<file path="src/hw/rtl/sobel_pkg.sv">
package sobel_pkg;

    localparam int MAX_WIDTH   = 1024;
    localparam int WIDTH_W     = 11;
    localparam int HEIGHT_W    = 16;
    localparam int COL_W       = 10;
    localparam int PIX_W       = 24;
    localparam int RING_DEPTH  = 4 * MAX_WIDTH;
    localparam int RING_AW     = $clog2(RING_DEPTH);
    localparam int QUEUE_DEPTH = 4;
    localparam int QUEUE_AW    = $clog2(QUEUE_DEPTH);
    localparam int CFG_IDX_W   = 1;

    localparam logic [CFG_IDX_W-1:0] REG_LINE_WIDTH   = 1'b0;
    localparam logic [CFG_IDX_W-1:0] REG_FRAME_HEIGHT = 1'b1;

    localparam logic OP_PIXEL = 1'b0;
    localparam logic OP_DRAIN = 1'b1;

    typedef struct packed {
        logic [WIDTH_W-1:0] back;
        logic [RING_AW-1:0] head;
        logic [WIDTH_W-1:0] width;
        logic               r_first;
        logic               r_last;
        logic               c_first;
        logic               c_last;
    } cmd_t;

endpackage

</file>
<file path="src/hw/rtl/sobel_if.sv">
interface pix_if;
    logic       valid;
    logic       ready;
    logic       op;
    logic [7:0] red_in;
    logic [7:0] green_in;
    logic [7:0] blue_in;

    modport source (output valid, output op, output red_in, output green_in,
                    output blue_in, input ready);
    modport sink (input valid, input op, input red_in, input green_in,
                  input blue_in, output ready);
endinterface


</file>
<file path="src/hw/rtl/sobel_front.sv">
module sobel_front
    import sobel_pkg::*;
(
    input  logic                clk,
    input  logic                rst_n,
    pix_if.sink                 pixels,
    input  logic [WIDTH_W-1:0]  line_width,
    input  logic [HEIGHT_W-1:0] frame_height,
    output logic                ram_we,
    output logic [RING_AW-1:0]  ram_waddr,
    output logic [PIX_W-1:0]    ram_wdata,
    output logic                cmd_push,
    output cmd_t                cmd_data,
    input  logic                cmd_full
);

    logic [RING_AW-1:0]  head_reg, head_next;
    logic [COL_W-1:0]    col_reg, col_next;
    logic [HEIGHT_W-1:0] row_reg, row_next;
    logic [WIDTH_W-1:0]  pend_reg, pend_next;
    logic [WIDTH_W-1:0]  w_eff, w_plus;
    logic [HEIGHT_W-1:0] h_eff;
    logic                accept, is_pix, emit;
    logic                c_last, r_last;
    logic [WIDTH_W:0]    col_inc;
    logic [HEIGHT_W:0]   row_inc;

    always_comb
    begin
        if (line_width == '0)
        begin
            w_eff = WIDTH_W'(1);
        end
        else if (line_width > WIDTH_W'(MAX_WIDTH))
        begin
            w_eff = WIDTH_W'(MAX_WIDTH);
        end
        else
        begin
            w_eff = line_width;
        end
        h_eff = (frame_height == '0) ? HEIGHT_W'(1) : frame_height;
    end

    assign w_plus  = w_eff + WIDTH_W'(1);
    assign pixels.ready = !cmd_full;
    assign accept  = pixels.valid && pixels.ready;
    assign is_pix  = (pixels.op == OP_PIXEL);
    assign col_inc = {2'b00, col_reg} + (WIDTH_W+1)'(1);
    assign row_inc = {1'b0, row_reg} + (HEIGHT_W+1)'(1);
    assign c_last  = col_inc >= {1'b0, w_eff};
    assign r_last  = row_inc >= {1'b0, h_eff};

    always_comb
    begin
        head_next = head_reg;
        col_next  = col_reg;
        row_next  = row_reg;
        pend_next = pend_reg;
        emit      = 1'b0;
        ram_we    = 1'b0;
        if (accept)
        begin
            if (is_pix)
            begin
                head_next = head_reg + RING_AW'(1);
                ram_we    = 1'b1;
                if (pend_reg >= w_plus)
                begin
                    pend_next = w_plus;
                    emit      = 1'b1;
                end
                else
                begin
                    pend_next = pend_reg + WIDTH_W'(1);
                end
            end
            else if (pend_reg != '0)
            begin
                pend_next = pend_reg - WIDTH_W'(1);
                emit      = 1'b1;
            end
        end
        if (emit)
        begin
            if (c_last)
            begin
                col_next = '0;
                row_next = r_last ? '0 : row_inc[HEIGHT_W-1:0];
            end
            else
            begin
                col_next = col_inc[COL_W-1:0];
            end
        end
    end

    assign ram_waddr = head_next;
    assign ram_wdata = {pixels.red_in, pixels.green_in, pixels.blue_in};
    assign cmd_push  = emit;

    always_comb
    begin
        cmd_data.back    = is_pix ? w_plus : pend_reg - WIDTH_W'(1);
        cmd_data.head    = head_next;
        cmd_data.width   = w_eff;
        cmd_data.r_first = (row_reg == '0);
        cmd_data.r_last  = r_last;
        cmd_data.c_first = (col_reg == '0);
        cmd_data.c_last  = c_last;
    end

    always_ff @(posedge clk or negedge rst_n)
    begin
        if (!rst_n)
        begin
            head_reg <= '0;
            col_reg  <= '0;
            row_reg  <= '0;
            pend_reg <= '0;
        end
        else
        begin
            head_reg <= head_next;
            col_reg  <= col_next;
            row_reg  <= row_next;
            pend_reg <= pend_next;
        end
    end

endmodule

</file>
<file path="src/flat_wrapper.sv">
// flat-port wrapper written by rule: the top's interface ports become plain ports
module sobel_front_flat import sobel_pkg::*;
  (clk, rst_n, line_width, frame_height, ram_we, ram_waddr, ram_wdata, cmd_push, cmd_data, cmd_full, pixels_valid, pixels_op, pixels_red_in, pixels_green_in, pixels_blue_in, pixels_ready);
  pix_if pixels_i ();
  input  logic clk;
  input  logic rst_n;
  input  logic [WIDTH_W-1:0] line_width;
  input  logic [HEIGHT_W-1:0] frame_height;
  output logic ram_we;
  output logic [RING_AW-1:0] ram_waddr;
  output logic [PIX_W-1:0] ram_wdata;
  output logic cmd_push;
  output cmd_t cmd_data;
  input  logic cmd_full;
  input wire logic [$bits(pixels_i.valid)-1:0] pixels_valid;
  input wire logic [$bits(pixels_i.op)-1:0] pixels_op;
  input wire logic [$bits(pixels_i.red_in)-1:0] pixels_red_in;
  input wire logic [$bits(pixels_i.green_in)-1:0] pixels_green_in;
  input wire logic [$bits(pixels_i.blue_in)-1:0] pixels_blue_in;
  output wire logic [$bits(pixels_i.ready)-1:0] pixels_ready;
  assign pixels_i.valid = pixels_valid;
  assign pixels_i.op = pixels_op;
  assign pixels_i.red_in = pixels_red_in;
  assign pixels_i.green_in = pixels_green_in;
  assign pixels_i.blue_in = pixels_blue_in;
  assign pixels_ready = pixels_i.ready;
  sobel_front u_core (.clk(clk), .rst_n(rst_n), .pixels(pixels_i), .line_width(line_width), .frame_height(frame_height), .ram_we(ram_we), .ram_waddr(ram_waddr), .ram_wdata(ram_wdata), .cmd_push(cmd_push), .cmd_data(cmd_data), .cmd_full(cmd_full));
endmodule
</file>
<file path="config.mk">
export PLATFORM = sky130hd
export DESIGN_NAME = sobel_front_flat
export DESIGN_NICKNAME = d
export VERILOG_FILES = /design/src/hw/rtl/sobel_pkg.sv /design/src/hw/rtl/sobel_if.sv /design/src/hw/rtl/sobel_front.sv /design/src/flat_wrapper.sv
export SDC_FILE = /design/constraint.sdc
export NUM_CORES = 1
export LEC_CHECK = 0
export BUFFER_PORTS_ARGS = -buffer_cell sky130_fd_sc_hd__clkbuf_2
export CAP_MARGIN = 20
export CORE_MARGIN = 1.5
export CORE_UTILIZATION = 35
export CTS_CLUSTER_SIZE = 14
export DETAILED_ROUTE_END_ITERATION = 10
export HOLD_SLACK_MARGIN = 0.1
export PLACE_DENSITY = 0.61
export SETUP_SLACK_MARGIN = 0.3
export SLEW_MARGIN = 10
export SYNTH_ARGS = -nofsm -noshare
export SYNTH_HDL_FRONTEND = slang
export SYNTH_SLANG_ARGS = --single-unit
export TNS_END_PERCENT = 10
</file>
<file path="constraint.sdc">
create_clock -name clk -period 5.07 [get_ports clk]
set_input_delay 1.014 -clock clk [delete_from_list [all_inputs] [get_ports clk]]
set_output_delay 1.014 -clock clk [all_outputs]
set_load 0.03 [all_outputs]
</file>
==> impl_results.md, run 1 <==
- Warnings from Yosys: 0
- DP HPWL: around 9500 um
- Multi-input gate area: approximately 3200 um^2
- Clock tree buffer depth: 2
- First-pass GRT wire length: approximately 20000 um
- Setup Crit Path Kind: in2out
- # hold bufs at CTS: 0
- Clk slew on worst S/H paths: ~0.070 ns
- Finished Layout Cells: roughly 840
- R2r worst-path depth: 14
- Area of the core: about 13000 um^2
- Final-layout fill cell count: between 1000 and 1500
- Port bufs: 84
- Crit Reg-Reg Endpoint: u_core.row_reg[5]
- Avg Inst Size Synth: 7.92 um^2
- Outcome: complete, no violations
- FF-to-FF Start: u_core.row_reg[0]
- TritonCTS Buffers: 5
- Placed Cells: 823
- Final min period: approximately 4.8 ns
- Pwr/cell area: ~380 nW/um^2
- DRC violations left: 0
- Distinct cells, synth: 63
- Antenna viol nets, final: 0
- Die span in x: 120 um
- Critical path cell sequence: buf_12 > nor4_4 > nand3_1 > nand2b_1 > nand2_2 > inv_4 > ha_4 > nand3_4 > buf_4 > xnor2_1 > nor2_1 > inv_1 > ha_4 > a21oi_1 > a2111o_1 > a31o_4 > inv_4 > buf_8
- # rows: 42
- Hold Path Sink: u_core.head_reg[11]
- Final #Nets: ~760
- Slew @ Worst Pin: around 0.69 ns
- Die height: between 100 and 150 um
- Post-synthesis sequential area ratio: between 20% and 30%
- Critical path origin: line_width[3]
- Reg area: roughly 1200 um^2
- Unrepaired setup endpoints after global routing: yes
- CTS tree: done
- Inserted Diodes: 0
- Gpl congestion: 0.854
- DR vias: 4434
- Vias per inst: about 5.3
- CP peak stage delay: ~0.43 ns
- F_max: around 210 MHz
- Slew Limit Fails: 0
- Yosys reg bits: 49
- Setup slack, reg-to-reg: about 1.1 ns
- Syn Nets: about 710
- Synth top area share: between 20 and 30%
- Crit path arrival time: between 3 and 4 ns
- Hold/Removal Path Class: reg2reg
- Layout area overhead: 16.5%
- Total Routing Usage GR: between 15 and 20%
- GRT overflow: 0
- CP max stage cell: a2111o_1
- Top_reg_cell synth: dfrtp_1
- CTS sink count: between 40 and 50
- Number of synthesized flops with an enable pin: 0
- Clk Tree Root Cell: clkbuf_16
- Initial drt markers: around 200
- Yosys top cell by area: dfrtp_1
- Number of global-route vias before repair: around 4200
- Die footprint: ~15000 um^2
- Endpoints failing hold: 0
- H-tree depth: 2
- Worst VDD drop: around 200 uV
- Final setup viols: 0
- Fin Setup TNS: 0 ns
- WL/cell: 14.8 um
- Antenna violations before repair: 0
- Power Total: between 0.002 and 0.0025 W
- Startpoint Class: primary input
- Slew headroom: 54.0%
- Hold-critical path depth: 1
- Period utilization: 94.0%
- Fin util: a little over two fifths
- Worst Hold Launch: u_core.head_reg[11]
- Leak: roughly 2.6 nW
- Pin count of the biggest net entering global routing: 50
- Synth Cell Area: a little under 5000 um^2
- Worst-skew pair later-pin latency: about 0.3 ns
- I/O pin cnt: around 130
- Cells after Synth: a little over 600
- Final WL: 12400 um
- Largest register FFs: 16
- Initial Util: a little over a third
- CP max FO: 4
- Layout cell share with drive strength beyond 1: 21.7%
- Critical path required time: around 4.1 ns
- Max Clock Skew: roughly 0.0052 ns
- Critical path endpoint category: primary output
- Area contributors post-synth: dfrtp_1 25%, ha_1 12%, xnor2_1 6.3%
- First-pass iteration count of the detailed router: 4
- Number of max-cap violations: 0
- Asr flop ratio synth: 100%
-- through the flow --
stage / setup slack, ns / instance area [um^2] / hold WS [ns]
3_5_place_dp: 0.135 / 5220 / 0.472
2_1_floorplan: 0.314 / 4850 / 0.495
3_3_place_gp: 0.203 / 5220 / 0.465
6_report: 0.306 / 5630 / 0.469
5_1_grt: 0.235 / 5630 / 0.507
4_1_cts: 0.290 / 5530 / 0.481
-- layout by cell type, fill, tap and decap left out, types with 19 or more instances in the layout --
master	Yosys	final
dfrtp_1	49	49
nor2_1	38	38
nand2_1	57	56
buf_4	38	24
o21ai_0	33	31
xnor2_1	35	34
a21oi_1	27	26
inv_1	51	49
o21ai_1	18	20
xor2_1	20	19
ha_1	46	43
clkbuf_2	0	79
nand3_1	29	29
-- worst max-delay path, delay by kind of cell --
family	cells	cell delay, ns
buf+inv	6	0.60
xor+xnor	1	0.12
fa+ha+maj	2	0.43
compound gates	3	0.74
simple gates	6	0.83
-- synth_stat cells (3+ instances only) --
library cell  number
a221oi_1           3
nand2b_1           9
nor2b_1            9
o2111ai_1          3
mux2_2             3
nor2_1            38
mux2i_1            8
xnor2_1           35
nand3_1           29
inv_1             51
o31ai_2            5
buf_4             38
xor2_1            20
o21ai_1           18
nor4_1            11
or3_1              3
o31ai_1            5
and3_1            10
nor3_1            13
a21oi_1           27
buf_2              3
ha_1              46
o21ai_0           33
nand2_1           57
dfrtp_1           49
clkbuf_1          19
a21o_1             4
nand4_1           13
o21a_1             4
-- per-layer routing --
metal / GRT usage [%] / share of wire, %
met4: 5.15 / 1.6
met1: 21.9 / 45
met2: 29.5 / 48
met5: 0 / 0
met3: 2.88 / 5.4
-- kinds of logic (layout without fill, tap and decap cells) --
group	Yosys count	count (layout)	synth area share [%]
and+or+nand+nor	207	207	21.5
AOI/OAI and AO/OA	126	126	16.7
buffers and inverters	115	168	12.0
xor gates and xnor gates	55	55	9.97
DFF	49	49	25.4
adders and majority gates	46	46	11.9
muxes	12	12	2.59
-- power breakdown --
| group | leakage [nW] | switching (W) | total, W | internal [W] |
|---|---|---|---|---|
| registers | 0.640 | 0.000163 | 0.000635 | 0.000472 |
| clock network | 0.0938 | 0.000156 | 0.000438 | 0.000282 |
| logic | 1.89 | 0.000651 | 0.00109 | 0.000435 |
-- what timing repair did --
item,4_1_cts,5_1_grt
gates resized for setup,12,20
hold endpoints to repair,0,0
setup endpoints to repair,1,2
buffers inserted,5,3
pin swaps,9,10
-- worst max-delay path by stage --
stage                     endpoint  slack [ns]
after floorplan           cmd_push        0.31
after global placement    cmd_push        0.20
after detailed placement  cmd_push        0.13
after CTS                 cmd_push        0.29
after global routing      cmd_push        0.24
final                     cmd_push        0.31
-- area by class of cell --
| type | count | share of cell area (%) |
|---|---|---|
| multi-input cells | 446 | 56.0 |
| flip-flops and latches | 49 | 21.8 |
| well taps | 176 | 3.91 |
| clock buffers | 5 | 2.22 |
| inverters | 53 | 3.62 |
| clock inverters | 3 | 1.16 |
| repair buffers | 107 | 11.3 |
Note: power is estimated with default switching activity, not from simulation.
==> run 2: changes to the inputs <==
- GPL_TIMING_DRIVEN: unset -> 0
==> run 2 against run 1 <==
  * First-iteration DRC count increased by 47%
  * Global-route usage increased by 0.57 points
  * Die area unchanged
  * Register-to-register slack improved by 0.32 ns
  * Sequential power decreased by 7.9%
  * Sequential share of layout area decreased by 1.7 points
  * Setup slack got worse by 0.0057 ns
  * Largest cell class unchanged
  * Count of clock-buffer cells in the layout unchanged
  * Critical path type unchanged
  * Largest power group unchanged
  * Maximum frequency decreased by 0.12%
  * Wire length increased by 4.6%
==> impl_results.md, run 2 (synthesis results as in run 1) <==
- Critical path endpoint category: primary output
- Die span in x: 120 um (unchanged)
- Place WS: -0.296 ns (-0.431 ns)
- Final min period: 4.77 ns (+0.00569 ns)
- Placed Cells: 893 (+8.5%)
- Most frequent cells in the layout: 103 x clkbuf_2, 56 x nand2_1, 56 x buf_4
- Final-layout fill cell count: 1374 (+0.96%)
- Final WS setup: 0.301 ns (-0.00569 ns)
- Total Routing Usage GR: 17.7% (+0.57 points)
- Highest routed layer: met4
- # rows: 42 (unchanged)
- Hold/Removal Path Class: reg2reg
- Clk slew on worst S/H paths: 0.07 ns (about the same)
- Clk Tree Root Cell: clkbuf_16
- Critical path required time: 4.06 ns (about the same)
- F_max: 210 MHz (-0.12%)
- DR vias: 4764 (+7.4%)
- Commonest non-fill, non-tap cell in the layout: clkbuf_2
- Wl on met1: 5980 um (+6.7%)
- Setup Crit Path Kind: in2out
- Die height: 120 um (unchanged)
- CTS sink count: 49 (unchanged)
- Port bufs: 107 (+27%)
- Slew headroom: 50.0% (-4.0 points)
- Initial drt markers: 301 (+47%)
- H-tree depth: 2 (unchanged)
- Comb pwr share: 56.2% (+5.9 points)
- Setup slack, reg-to-reg: 1.41 ns (+0.32 ns)
- Crit Reg-Reg Endpoint: u_core.row_reg[5]
- Period utilization: 94.1% (+0.11 points)
- Leak: 2.96 nW (+13%)
- Area of the core: 13300 um^2 (unchanged)
- Clock tree buffer depth: 2 (unchanged)
- Worst-skew pair later-pin latency: 0.29 ns (about the same)
- Gpl congestion: 0.913 (+6.9%)
- Sequential share of power: 26.3% (-3.1 points)
- Met3 WL: 590 um (-12%)
- Largest register FFs: 16 (unchanged)
- Slew @ Worst Pin: 0.750 ns (+0.0604 ns)
- WL/cell: 14.1 um (-4.4%)
- Final setup viols: 0 (unchanged)
- Antenna viol nets, final: 0 (unchanged)
- Layout area overhead: 26.7%
- Die footprint: 14500 um^2 (unchanged)
- TritonCTS Buffers: 5 (unchanged)
- DRC violations left: 0 (unchanged)
- Power Total: 0.00223 W (+3.1%)
- Number of max-cap violations: 0 (unchanged)
- Finished Layout Cells: 918 (+9.4%)
- Startpoint Class: primary input
- Switch Pwr: 0.00103 W (+5.9%)
- Endpoints failing hold: 0 (unchanged)
- Pin count of the biggest net entering global routing: 50 (unchanged)
- Number of global-route vias before repair: 4444 (+5.2%)
- Vias per inst: 5.19 (-1.8%)
- Initial Util: 36.2% (unchanged)
- FF-to-FF Start: u_core.col_reg[0]
- Worst VDD drop: 197 uV (-0.47%)
- CTS tree: done
- DP HPWL: 9980 um (+5.5%)
- CP endpoint: cmd_push
- First-pass GRT wire length: 21200 um (+4.6%)
- Slew Limit Fails: 0 (unchanged)
- First-pass iteration count of the detailed router: 5 (+1)
- Layout cell share with drive strength beyond 1: 29.0% (+7.3 points)
- Final #Nets: 843 (+10%)
- Fin util: 45.8% (+3.7 points)
- Internal: 0.00120 W (+0.80%)
- R2r worst-path depth: 12 (-2)
- GRT overflow: 0 (unchanged)
- Pwr/cell area: 364 nW/um^2 (-5.2%)
- Clock Power Share: 17.5% (-2.8 points)
- Outcome: complete, no violations
- I/O pin cnt: 133 (unchanged)
- Sw frac: 46.1% (+1.2 points)
- CP max FO: 3 (-1)
- Inserted Diodes: 0 (unchanged)
- Crit path arrival time: 3.76 ns (about the same)
- Unrepaired setup endpoints after global routing: yes
- Max Clock Skew: 0.00517 ns (-0.0000741 ns)
- Antenna violations before repair: 0 (unchanged)
- Critical path origin: line_width[1]
- Final WL: 13000 um (+4.6%)
- Detail Route met2 WL: 6200 um (+4.4%)
[run 2: changes by cell type in the layout (fill, tap and decap cells not counted), moves of 2 or more]
cell and change:
clkbuf_1 +17, buf_4 +32, clkbuf_4 +2, xnor2_1 -2, buf_1 +2, nand3_1 -3
nand3_2 +3, buf_2 +3, xnor2_2 +2, nor2_1 -2, clkbuf_2 +24
[run 2: how the worst min path moves through the flow]
stage	from	cells past startpoint	slack, ns	end
after floorplan	u_core.row_reg[1]	2	0.50	u_core.row_reg[1]
after global placement	u_core.head_reg[11]	1	0.47	u_core.head_reg[11]
after detailed placement	u_core.head_reg[11]	1	0.48	u_core.head_reg[11]
after CTS	u_core.head_reg[11]	1	0.50	u_core.head_reg[11]
after global routing	u_core.head_reg[11]	1	0.53	u_core.head_reg[11]
final	u_core.head_reg[11]	1	0.49	u_core.head_reg[11]
[run 2: layer usage]
metal  global-route usage (%)  vias up
met5                        0        -
met4                     4.71        0
met3                     2.03       18
met2                     30.2      152
met1                     23.7     2236
li1                         -     2358
[run 2: timing repair]
item	4_1_cts	5_1_grt
buffers inserted	8	9
hold buffers	0	0
pin swaps	8	13
setup endpoints to repair	3	7
hold endpoints to repair	0	0
resized for setup	14	35
[run 2: layout make-up]
type	count	area, um^2	share of cell area, %
clock buffers	5	125	2.04
clock inverters	3	43.8	0.716
well taps	176	220	3.60
plain buffers	62	384	6.28
repair buffers	124	694	11.3
multi-input cells	446	3220	52.6
flip-flops and latches	49	1230	20.0
inverters	53	204	3.33
[run 2: through the flow]
stage	hold slack, ns	TNS, ns	cell area, um^2
after floorplan	0.495	0	4850
after global placement	0.470	-0.396	5600
after detailed placement	0.483	-0.454	5610
after CTS	0.501	0	5920
after global routing	0.531	0	6120
final	0.494	0	6120
[run 2: power by group through the flow]
stage          Clock [W]  Sequential, W  Combinational [W]
6_report        0.000389       0.000585            0.00125
5_1_grt         0.000413       0.000602            0.00138
4_1_cts         0.000399       0.000581            0.00121
3_5_place_dp           0       0.000587            0.00119
3_3_place_gp           0       0.000583            0.00116
2_1_floorplan          0       0.000559           0.000898
[run 2: critical path, stage by stage]
cell and delay, ns:
buf_8 0.10, nor4_4 0.25, nand3_1 0.13, nand2b_1 0.11
nand2_2 0.09, inv_4 0.08, ha_4 0.15, nand3_4 0.09
nor3_4 0.17, and3_4 0.25, xnor2_4 0.14, ha_4 0.23
buf_4 0.12, a21oi_1 0.16, o21ai_1 0.10, a21oi_2 0.19
a31o_4 0.21, inv_4 0.04, buf_8 0.13
